[src/rtl/bal_pkg.sv]
// Shared types and codes for the bounded array list.
package bal_pkg;

    localparam int FUNC_W = 3;
    localparam int IDX_W  = 10;
    localparam int VAL_W  = 32;
    localparam int ST_W   = 2;
    localparam int CNT_W  = 11;

    localparam logic [FUNC_W-1:0] FN_READ   = 3'd0;
    localparam logic [FUNC_W-1:0] FN_SEARCH = 3'd1;
    localparam logic [FUNC_W-1:0] FN_APPEND = 3'd2;
    localparam logic [FUNC_W-1:0] FN_INSERT = 3'd3;
    localparam logic [FUNC_W-1:0] FN_DELETE = 3'd4;

    localparam logic [ST_W-1:0] ST_OK    = 2'd0;
    localparam logic [ST_W-1:0] ST_RANGE = 2'd1;
    localparam logic [ST_W-1:0] ST_FULL  = 2'd2;
    localparam logic [ST_W-1:0] ST_MISS  = 2'd3;

    typedef struct packed {
        logic [FUNC_W-1:0] func;
        logic [IDX_W-1:0]  index;
        logic [VAL_W-1:0]  value;
    } t_cmd;

    typedef struct packed {
        logic [ST_W-1:0]  status;
        logic [VAL_W-1:0] read_data;
        logic [IDX_W-1:0] found_position;
        logic [CNT_W-1:0] entry_count;
    } t_rsp;

    typedef enum logic [2:0] {
        OP_NOP,
        OP_READ,
        OP_SEARCH,
        OP_APPEND,
        OP_INSERT,
        OP_DELETE
    } t_op;

    typedef struct packed {
        t_op              op;
        logic [IDX_W-1:0] index;
        logic [VAL_W-1:0] value;
    } t_job;

    typedef enum logic [2:0] {
        S_IDLE,
        S_EXEC,
        S_READ,
        S_SEARCH,
        S_SHIFT
    } t_state;

endpackage

[src/rtl/bal_front.sv]
// Command decode and two-entry job queue in front of the list engine.
module bal_front import bal_pkg::*; (
    input  logic i_clk,
    input  logic i_rst_n,
    input  logic i_start,
    input  t_cmd i_cmd,
    output logic o_busy,
    output logic o_job_valid,
    output t_job o_job,
    input  logic i_job_pop
);

    t_job       r_slot [2];
    logic       r_wr;
    logic       r_rd;
    logic [1:0] r_fill;
    t_job       w_job;
    logic       w_push;
    logic       w_pop;

    always_comb begin
        w_job.index = i_cmd.index;
        w_job.value = i_cmd.value;
        unique case (i_cmd.func)
            FN_READ:   w_job.op = OP_READ;
            FN_SEARCH: w_job.op = OP_SEARCH;
            FN_APPEND: w_job.op = OP_APPEND;
            FN_INSERT: w_job.op = OP_INSERT;
            FN_DELETE: w_job.op = OP_DELETE;
            default:   w_job.op = OP_NOP;
        endcase
    end

    assign o_busy      = (r_fill == 2'd2);
    assign w_push      = i_start && !o_busy;
    assign o_job_valid = (r_fill != 2'd0);
    assign w_pop       = i_job_pop && o_job_valid;
    assign o_job       = r_slot[r_rd];

    always_ff @(posedge i_clk) begin
        if (w_push) begin
            r_slot[r_wr] <= w_job;
        end
    end

    always_ff @(posedge i_clk) begin
        if (!i_rst_n) begin
            r_wr   <= 1'b0;
            r_rd   <= 1'b0;
            r_fill <= 2'd0;
        end else begin
            if (w_push) begin
                r_wr <= !r_wr;
            end
            if (w_pop) begin
                r_rd <= !r_rd;
            end
            case ({w_push, w_pop})
                2'b10:   r_fill <= r_fill + 2'd1;
                2'b01:   r_fill <= r_fill - 2'd1;
                default: r_fill <= r_fill;
            endcase
        end
    end

endmodule

[config.mk]
export PLATFORM = sky130hd
export DESIGN_NAME = bal_front
export DESIGN_NICKNAME = d
export VERILOG_FILES = /design/src/rtl/bal_pkg.sv /design/src/rtl/bal_front.sv
export SDC_FILE = /design/constraint.sdc
export NUM_CORES = 1
export LEC_CHECK = 0
export ABC_CLOCK_PERIOD_IN_PS = 3700
export BUFFER_PORTS_ARGS = -buffer_cell sky130_fd_sc_hd__buf_2
export CAP_MARGIN = 20
export CORE_MARGIN = 2
export CORE_UTILIZATION = 40
export DETAILED_ROUTE_END_ITERATION = 16
export GPL_TIMING_DRIVEN = 0
export HOLD_SLACK_MARGIN = 0.02
export PLACE_DENSITY = 0.64
export SYNTH_ARGS = -nofsm -noshare
export SYNTH_HDL_FRONTEND = slang
export SYNTH_SLANG_ARGS = --single-unit
[constraint.sdc]
create_clock -name i_clk -period 3.7 [get_ports i_clk]
set_input_delay 0.925 -clock i_clk [delete_from_list [all_inputs] [get_ports i_clk]]
set_output_delay 0.925 -clock i_clk [all_outputs]
set_load 0.005 [all_outputs]
==> impl_metrics.py, run 1 <==
metrics = {
    "status": {
        "status": "finished, final reports clean",
    },
    "floorplanning": {
        "rows": 34,
        "core_area_um2": 8590,
        "die_w_um": 97.6,
        "initial_utilization": 0.408,
        "io_pins": 96,
        "chipHeight_um": 97.6,
        "die_area_um2": 9530,
    },
    "placed_design": {
        "portBuffers": 95,
        "gp_congestion": 0.666,
        "dp_hpwl_mm": 3.81,
    },
    "setup_path": {
        "crit_chain": "buf_2 -> buf_2 -> mux2_2 -> buf_2",
        "path_class": "flop to output port",
        "cp_slowest_stage_delay_ns": 0.37,
        "required_ns": 2.77,
        "crit_buf_inv": 3,
        "crit_path_top_delay_cell": "mux2_2",
        "startpoint_type": "flop",
        "crit_path_max_fanout": 10,
        "arrival_ns": 1.66,
        "worstSetupEndpointType": "output port",
        "cp_common_cell": "buf_2",
        "crit_family": "buffers and inverters",
    },
    "sta": {
        "hold_viol": 0,
        "tightest_slew_ns": 0.546,
        "rsz0062_at_grt": "no",
        "slew_headroom": 0.635,
        "max_freq_mhz": 386,
        "slew_viol_final": 0,
        "setup_violations": 0,
        "final.min_clock_period_ns": 2.59,
        "fin_crit_sh": 0.699,
        "final.setup_skew_ns": 0.00748,
        "finalSetupTns_ns": 0,
    },
    "global_routing": {
        "grt_pass1_vias": 1882,
        "grt_max_degree": 26,
        "grt_first_pass_wirelength_mm": 9.09,
        "gr-total-overflow": 0,
        "grt_util_all_layers": 0.124,
        "grt_antenna_before_repair": 0,
    },
    "worst_hold_path": {
        "hold_class": "flop to flop",
    },
    "detailed_routing": {
        "detailroute.via_count": 1851,
        "routed_wl_mm": 5.76,
        "dr.pass1.iters": 4,
        "route.antenna.remaining_nets": 0,
        "wl_per_cell_um": 14.6,
        "via_per_inst": 4.70,
        "post-route-drc-count": 0,
        "first_iter_violations": 54,
    },
    "synth": {
        "synth_area_um2": 3510,
        "synth-seq-cells": 95,
        "synth_nets": 223,
        "postSynthAreaPerCell_um2": 20.3,
        "ys_seq_area_frac": 0.799,
        "syn_inst": 173,
        "netlist-cell-type-count": 20,
        "ys_warn_count": 0,
    },
    "clocking": {
        "h-tree-depth": 3,
        "cts_inserted_buffers": 9,
        "postCtsSetupRepairBufs": 0,
        "clk_path_buf_depth": 2,
        "cts_sinks": 95,
        "postCtsHoldBufs": 0,
        "clk_latency_ns": 0.34,
        "cts_root_buffer": "clkbuf_8",
        "post_cts_resized": 0,
        "path_clk_slew_ns": 0.08,
        "tritoncts": "yes",
    },
    "finish": {
        "antenna_cells": 0,
        "layout.nets": 331,
        "fillCellCount": 761,
        "area_growth_pct": 23.3,
        "drive_gt1_frac": 0.580,
    },
    "power_and_ir_drop": {
        "power.total_uw": 2710,
        "p_leak_uw": 0.00163,
        "vdd_drop_max_uv": 410,
        "p_per_area_nw_per_um2": 626,
    },
    "run": {
        "cap_violations": 0,
    },
}
through the flow:
step | instances | area [µm²] | worst slack (ns) | utilization | hold WS, ns
global placement | 376 | 4120 | 0.396 | 0.479 | 0.466
global route | 394 | 4320 | 0.979 | 0.503 | 0.539
detailed placement | 378 | 4160 | 1.22 | 0.484 | 0.499
floorplan | 173 | 3510 | 1.10 | - | 0.457
finish | 394 | 4320 | 1.11 | 0.503 | 0.507
CTS | 394 | 4320 | 1.05 | 0.503 | 0.511
synth_stat cells:
master    count  area, µm²
or3_1         2       12.5
and2_1        1       6.26
inv_2         1       3.75
o21a_1        1       7.51
xnor2_1       4       35.0
nor2b_1       2       12.5
nor2_1        2       7.51
inv_1         2       7.51
a21boi_1      2       15.0
nand2b_2      1       8.76
ha_1          1       12.5
and3_1        1       6.26
a21oi_1       1       5.00
or2_2         1       6.26
mux2_2       45        507
nand2_1       3       11.3
edfxtp_1     90       2700
buf_2         5       25.0
o21ai_0       3       15.0
dfxtp_1       5        100
layer usage:
layer  track usage  share of wire  wire length (µm)
met1         0.144           0.41              2390
met2         0.208           0.51              2920
met3        0.0410          0.062               357
met4        0.0577          0.016                93
met5             0              0                 0
tightest hold or removal path: stages, from the launching register on:
cell and delay [ns]:
dfxtp_1 0.32, o21ai_0 0.08, a21boi_1 0.07
state kept, by name, summed over array words and instances (netlist names), named ones only:
name    flops
r_slot     90
r_rd        1
r_wr        1
r_fill      2
final timing paths:
kind,from,end,slack [ns],cells after the start
worst max-delay path,flop,o_job[4],1.11,4
worst max register to register,r_fill[0],r_slot[0][21],1.71,5
worst min-delay path,r_wr,r_wr,0.51,2
worst min register to register,r_wr,r_wr,0.51,2
layout make-up:
class	instances	area, µm²	area share
plain buffers	5	25.0	0.00579
clock buffers	10	128	0.0295
clock inverters	6	37.5	0.00868
inverters	3	11.3	0.00260
multi-input cells	70	669	0.155
flip-flops and latches	95	2800	0.648
well taps	108	135	0.0313
repair buffers	97	515	0.119
placed cells by master, fill, tap and decap left out, types with 2 or more instances in the layout:
| master | instances |
|---|---|
| clkbuf_8 | 9 |
| nor2b_1 | 2 |
| o21ai_0 | 3 |
| dfxtp_1 | 5 |
| mux2_2 | 45 |
| clkinv_2 | 2 |
| edfxtp_1 | 90 |
| xnor2_1 | 4 |
| a21boi_1 | 2 |
| nand2_1 | 3 |
| buf_12 | 2 |
| or3_1 | 2 |
| inv_2 | 2 |
| nor2_1 | 2 |
| buf_2 | 100 |
| clkinvlp_4 | 2 |
power breakdown:
| group | internal [µW] | switching (µW) | leakage, µW |
|---|---|---|---|
| Combinational | 391 | 337 | 0.000662 |
| Clock | 241 | 338 | 0.0000797 |
| Sequential | 1360 | 43.6 | 0.000884 |
cells by family (layout without fill, tap and decap cells):
group | Yosys count | in the layout | share of synthesized area
mux | 45 | 45 | 0.144
flops | 95 | 95 | 0.799
fa+ha+maj | 1 | 1 | 0.00357
simple gates | 13 | 13 | 0.0203
buf+inv | 8 | 121 | 0.0103
xor+xnor | 4 | 4 | 0.00999
compound gates | 7 | 7 | 0.0121
Note: power is estimated with default switching activity, not from simulation.
==> run 2: changes to the inputs <==
- ABC_AREA: unset -> 1
- ABC_CLOCK_PERIOD_IN_PS: 3700 -> 2500
- PLACE_DENSITY: 0.64 -> 0.63
- clock period: 3.7 -> 2.5 ns (I/O delays scaled with it)
==> run 2 against run 1 <==
Effect of this change:
- routed wire length rose by 3.9%
- register-to-register slack got worse by 1.1 ns
- utilization fell by 0.57 points
- synthesized cell count rose by 6.4%
- non-clock buffer count did not move
- hold slack got worse by 0.041 ns
- via count rose by 2.3%
- design area rose by 5.3%
- worst setup slack got worse by 0.69 ns
- cell count rose by 3.6%
==> impl_metrics.py, run 2 <==
metrics = {
    "status": {
        "status": "finished, final reports clean",
    },
    "floorplanning": {
        "die_area_um2": 10100,
        "chipHeight_um": 101,
        "core_area_um2": 9150,
        "die_w_um": 101,
        "initial_utilization": 0.407,
        "rows": 35,
        "io_pins": 96,
    },
    "synth": {
        "synth.area.mux_share": 0.176,
        "synth_xor_area_frac": 0,
        "postSynthAreaPerCell_um2": 20.2,
        "syn_inst": 184,
        "synth_nets": 234,
        "synth.most_common_cell": "edfxtp_1",
        "synth_compound_area_frac": 0.00739,
        "synthTopCellsByCount": "edfxtp_1 (90), mux2_4 (40), nor2_1 (12)",
        "synth_top_area_cell": "edfxtp_1",
        "ys_seq_area_frac": 0.752,
        "synth_top_cells_by_area": "edfxtp_1 (73%), mux2_4 (16%), dfxtp_1 (2.7%)",
        "synth_ff_type": "edfxtp_1",
        "async_flop_share": 0,
        "synth_edf_count": 90,
        "synth_top_family_by_area": "multiplexers",
        "ys_warn_count": 0,
        "synth_area_um2": 3720,
        "netlist.area_leader.share": 0.726,
        "synth-seq-cells": 95,
        "netlist-cell-type-count": 17,
        "synth_fa_ha_area_frac": 0.00336,
        "yosys.area_share.simple": 0.0289,
    },
    "worst_hold_path": {
        "holdPathStages": 1,
        "hp-start": "i_cmd[18]",
        "hold_class": "input pin to flop",
        "worstHoldEndpoint": "r_slot[1][18]",
    },
    "global_routing": {
        "gr-total-overflow": 0,
        "grt_pass1_vias": 1993,
        "grt_max_degree": 26,
        "grt_util_all_layers": 0.126,
        "grt_first_pass_wirelength_mm": 9.47,
        "grt_antenna_before_repair": 0,
    },
    "clocking": {
        "h-tree-depth": 3,
        "clk_latency_ns": 0.34,
        "path_clk_slew_ns": 0.09,
        "cts_inserted_buffers": 9,
        "tritoncts": "yes",
        "cts_sinks": 95,
        "cts_root_buffer": "clkbuf_8",
        "post_cts_resized": 0,
        "postCtsSetupRepairBufs": 0,
        "postCtsHoldBufs": 0,
        "clk_path_buf_depth": 2,
    },
    "detailed_routing": {
        "via_per_inst": 4.64,
        "routed_wl_mm": 5.98,
        "detailroute.via_count": 1894,
        "wl_per_cell_um": 14.7,
        "post-route-drc-count": 0,
        "route.antenna.remaining_nets": 0,
        "dr.pass1.iters": 4,
        "first_iter_violations": 55,
    },
    "sta": {
        "hold_viol": 0,
        "finalSetupTns_ns": 0,
        "rsz0062_at_grt": "no",
        "final.min_clock_period_ns": 2.08,
        "fin_crit_sh": 0.830,
        "slew_headroom": 0.506,
        "tightest_slew_ns": 0.739,
        "setup_violations": 0,
        "final.setup_skew_ns": 0.00657,
        "worst_slack_ns": 0.424,
        "slew_viol_final": 0,
        "max_freq_mhz": 482,
    },
    "run": {
        "cap_violations": 0,
    },
    "setup_path": {
        "cp_slowest_stage_delay_ns": 0.33,
        "required_ns": 1.88,
        "startpoint_type": "flop",
        "path_class": "flop to output port",
        "reg2reg_from": "r_fill[0]",
        "arrival_ns": 1.45,
        "crit_chain": "buf_6 -> buf_12 -> mux2_4 -> buf_2",
        "crit_path_max_fanout": 10,
        "rr_worst_depth": 5,
        "crit_path_top_delay_cell": "dfxtp_1",
        "r2r-end": "r_slot[0][21]",
        "r2r_slack_ns": 0.58,
        "worstSetupEndpointType": "output port",
    },
    "placed_design": {
        "dp_hpwl_mm": 4.04,
        "portBuffers": 95,
        "post-place-ws_ns": 0.279,
        "gp_congestion": 0.671,
        "dp.cells": 392,
    },
    "finish": {
        "largest_reg_flops": 90,
        "fillCellCount": 777,
        "drive_gt1_frac": 0.549,
        "layout_commonest_cell": "buf_2",
        "reg.largest.list": "r_slot (90), r_fill (2)",
        "antenna_cells": 0,
        "regMostFlops": "r_slot",
        "area_growth_pct": 22.2,
        "layout.nets": 342,
        "mostFrequentLayoutCells": "buf_2 (95), edfxtp_1 (90), mux2_4 (40)",
        "finalNonFillerCells": 408,
    },
    "power_and_ir_drop": {
        "swShare": 0.254,
        "intPower_uw": 2800,
        "p_per_area_nw_per_um2": 824,
        "p_comb_frac": 0.235,
        "p_leak_uw": 0.00180,
        "seqPwrFrac": 0.532,
        "pwr-share-clk": 0.233,
        "vdd_drop_max_uv": 369,
        "p_sw_uw": 952,
    },
}
==> run 2: changes by cell type after synthesis, sizes merged, moves of 4 or more <==
cell   change
inv        +4
nand2      +7
nor2      +11
xnor2      -4
==> run 2: worst max path at each step <==
| stage | to | from |
|---|---|---|
| 2_1_floorplan | r_slot[0][0] | i_start |
| 3_3_place_gp | r_slot[0][20] | i_start |
| 3_5_place_dp | r_slot[0][21] | i_start |
| 4_1_cts | o_job[40] | flop |
| 5_1_grt | o_job[35] | flop |
| 6_report | o_job[13] | flop |
==> run 2: metrics by stage <==
stage,power (µW),hold slack [ns],instance area (µm²),util
6_report,3750,0.465,4550,0.497
5_1_grt,3960,0.431,4550,0.497
4_1_cts,3810,0.441,4550,0.497
3_5_place_dp,2940,0.476,4390,0.479
3_3_place_gp,2900,0.473,4340,0.474
2_1_floorplan,2600,0.451,3730,-
==> run 2: cells by family (layout without fill, tap and decap cells) <==
kind of cell               after synthesis  count (layout)
AOI/OAI and AO/OA                        5               5
adders and majority gates                1               1
buffers and inverters                   12             125
DFF                                     95              95
muxes                                   45              45
and+or+nand+nor                         26              26
==> run 2: power by group through the flow <==
stage               logic, µW  registers [µW]  clock network, µW
finish                    881            2000                873
global route              967            2010                982
CTS                       904            2000                907
detailed placement        901            2030                  0
global placement          863            2030                  0
floorplan                 581            2020                  0
==> run 2: per-layer routing <==
layer  part of all wire  GRT usage  vias up  routed length [µm]
met1               0.42      0.147      920                2540
li1                   -          -      907                   -
met5                  0          0        -                   0
met4             0.0095     0.0537        0                  57
met2               0.52      0.215       62                3100
met3              0.048     0.0374        5                 286
==> run 2: final cells by class <==
class | count | area (µm²) | share of cell area
Inverter | 7 | 26.3 | 0.00577
Buffer | 5 | 91.3 | 0.0201
Tap cell | 111 | 139 | 0.0305
Clock buffer | 11 | 131 | 0.0289
Sequential cell | 95 | 2800 | 0.616
Clock inverter | 5 | 35.0 | 0.00769
Timing Repair Buffer | 97 | 515 | 0.113
Multi-Input combinational cell | 77 | 812 | 0.178
==> run 2: worst max-delay path: cells and delay by family (launching register included) <==
kind / cells / cell delay (ns)
muxes: 1 / 0.30
buffers and inverters: 3 / 0.48
DFF: 1 / 0.33
==> run 3: changes to the inputs <==
- ABC_AREA: 1 -> 0
- ABC_CLOCK_PERIOD_IN_PS: 2500 -> 2000
- PLACE_DENSITY: 0.63 -> 0.64
- clock period: 2.5 -> 2 ns (I/O delays scaled with it)
==> run 3 against run 2 <==
Effect of this change:
- worst setup slack got worse by 0.39 ns
- design area increased by 2.6%
- first-iteration DRC count shrank 20%
- sequential cell count unchanged
- via count hardly changed
- largest power group unchanged
- highest routed layer unchanged
==> impl_metrics.py, run 3 (synthesis gave the netlist of run 1 again) <==
metrics = {
    "status": {
        "status": "finished, final reports clean",
    },
    "finish": {
        "layout_commonest_cell": "edfxtp_1",
        "final_core_utilization": 0.544,
        "layout.nets": 336,
        "drive_gt1_frac": 0.593,
        "final_area_um2": 4670,
        "reg.largest.list": "r_slot (90), r_fill (2)",
        "area_growth_pct": 33.2,
        "regMostFlops": "r_slot",
        "finalNonFillerCells": 398,
        "antenna_cells": 0,
        "largest_reg_flops": 90,
        "mostFrequentLayoutCells": "edfxtp_1 (90), buf_2 (83), mux2_4 (25)",
    },
    "setup_path": {
        "crit_buf_inv": 3,
        "cp_common_cell": "buf_12",
        "crit_chain": "buf_12 -> buf_12 -> mux2_2 -> buf_2",
        "startpoint_type": "flop",
        "arrival_ns": 1.47,
        "cp_slowest_stage_delay_ns": 0.38,
        "reg2reg_from": "r_fill[0]",
        "worstSetupEndpointType": "output port",
        "required_ns": 1.50,
        "crit_path_max_fanout": 10,
        "path_class": "flop to output port",
        "crit_path_top_delay_cell": "dfxtp_4",
        "crit_family": "buffers and inverters",
    },
    "detailed_routing": {
        "routed_wl_mm": 6.37,
        "post-route-drc-count": 0,
        "via_per_inst": 4.76,
        "detailroute.via_count": 1893,
        "dr.pass1.iters": 4,
        "route.antenna.remaining_nets": 0,
        "wl_per_cell_um": 16.0,
        "first_iter_violations": 44,
    },
    "run": {
        "cap_violations": 0,
    },
    "sta": {
        "slew_headroom": 0.569,
        "final.setup_skew_ns": 0.00747,
        "hold_slack_ns": 0.334,
        "fin_crit_sh": 0.985,
        "tightest_slew_ns": 0.647,
        "slew_viol_final": 0,
        "max_freq_mhz": 508,
        "setup_violations": 0,
        "rsz0062_at_grt": "yes",
        "hold_viol": 0,
        "final.min_clock_period_ns": 1.97,
    },
    "worst_hold_path": {
        "hold_class": "input pin to flop",
        "hp-start": "i_cmd[7]",
    },
    "placed_design": {
        "dp_hpwl_mm": 3.72,
        "portBuffers": 95,
        "dp.cells": 376,
        "placed_area_um2": 4120,
        "gp_congestion": 0.652,
    },
    "floorplanning": {
        "core_area_um2": 8590,
        "die_area_um2": 9530,
        "rows": 34,
        "die_w_um": 97.6,
        "initial_utilization": 0.408,
        "chipHeight_um": 97.6,
        "io_pins": 96,
    },
    "power_and_ir_drop": {
        "seqPwrFrac": 0.459,
        "p_comb_frac": 0.334,
        "vdd_drop_max_uv": 537,
        "p_per_area_nw_per_um2": 1220,
        "swShare": 0.257,
        "pwr-share-clk": 0.207,
        "p_sw_uw": 1470,
        "p_leak_uw": 0.00179,
        "power.total_uw": 5720,
        "intPower_uw": 4250,
    },
    "clocking": {
        "cts_sinks": 95,
        "h-tree-depth": 3,
        "clk_path_buf_depth": 2,
        "path_clk_slew_ns": 0.09,
        "clk_latency_ns": 0.34,
        "tritoncts": "yes",
        "cts_inserted_buffers": 9,
        "cts_root_buffer": "clkbuf_8",
    },
    "global_routing": {
        "grt_max_degree": 46,
        "grt_pass1_vias": 1919,
        "grt_antenna_before_repair": 0,
        "gr-total-overflow": 0,
        "grt_first_pass_wirelength_mm": 9.55,
        "grt_util_all_layers": 0.130,
    },
}
[run 3: cell types whose count changed in the layout (fill, tap and decap cells not counted), moves of 7 or more]
cell     previous run  this run
buf_2              95        83
buf_6               1        13
mux2_2              5        20
mux2_4             40        25
nand2_1            10         3
nor2_1             11         2
[run 3: per-stage QoR]
step	worst slack, ns	TNS, ns
after floorplan	0.196	0
after global placement	-0.288	-12.86
after detailed placement	-0.322	-14.38
after CTS	-0.0517	-1.06
after global routing	-0.0296	-0.247
final	0.0304	0
[run 3: power by group through the flow]
stage                     clock network (µW)  registers (µW)  logic (µW)
after floorplan                            0            2620         828
after global placement                     0            2630        1350
after detailed placement                   0            2650        1360
after CTS                               1230            2600        1430
after global routing                    1300            2660        2070
final                                   1190            2620        1910
[run 3: per-layer routing]
| metal | up-vias | routed length, µm | track usage |
|---|---|---|---|
| met5 | - | 0 | 0 |
| met4 | 0 | 59 | 0.0417 |
| met3 | 6 | 341 | 0.0432 |
| met2 | 57 | 3160 | 0.208 |
| met1 | 934 | 2820 | 0.168 |
| li1 | 896 | - | - |
[run 3: path summary, 6_finish.rpt]
check / cells after the start / to / slack [ns]
setup reg to reg: 4 / r_slot[0][26] / 0.17
hold reg to reg: 2 / r_wr / 0.50
hold / removal: 1 / r_slot[1][7] / 0.33
setup / recovery: 4 / o_job[10] / 0.03
[run 3: what timing repair did]
action | CTS | global route
cloned | 1 | 4
endpoints found under the setup margin | 125 | 85
setup buffers | 0 | 2
hold buffers | 0 | 0
resized for setup | 10 | 51
[run 3: layout make-up]
type	count	area [µm²]
Fill cell	716	3920
Sequential cell	95	2810
Multi-Input combinational cell	70	767
Timing Repair Buffer	101	669
Tap cell	108	135
Clock buffer	11	131
Buffer	5	90.1
Clock inverter	4	47.5
Inverter	3	15.0
Timing Repair inverter	1	7.51
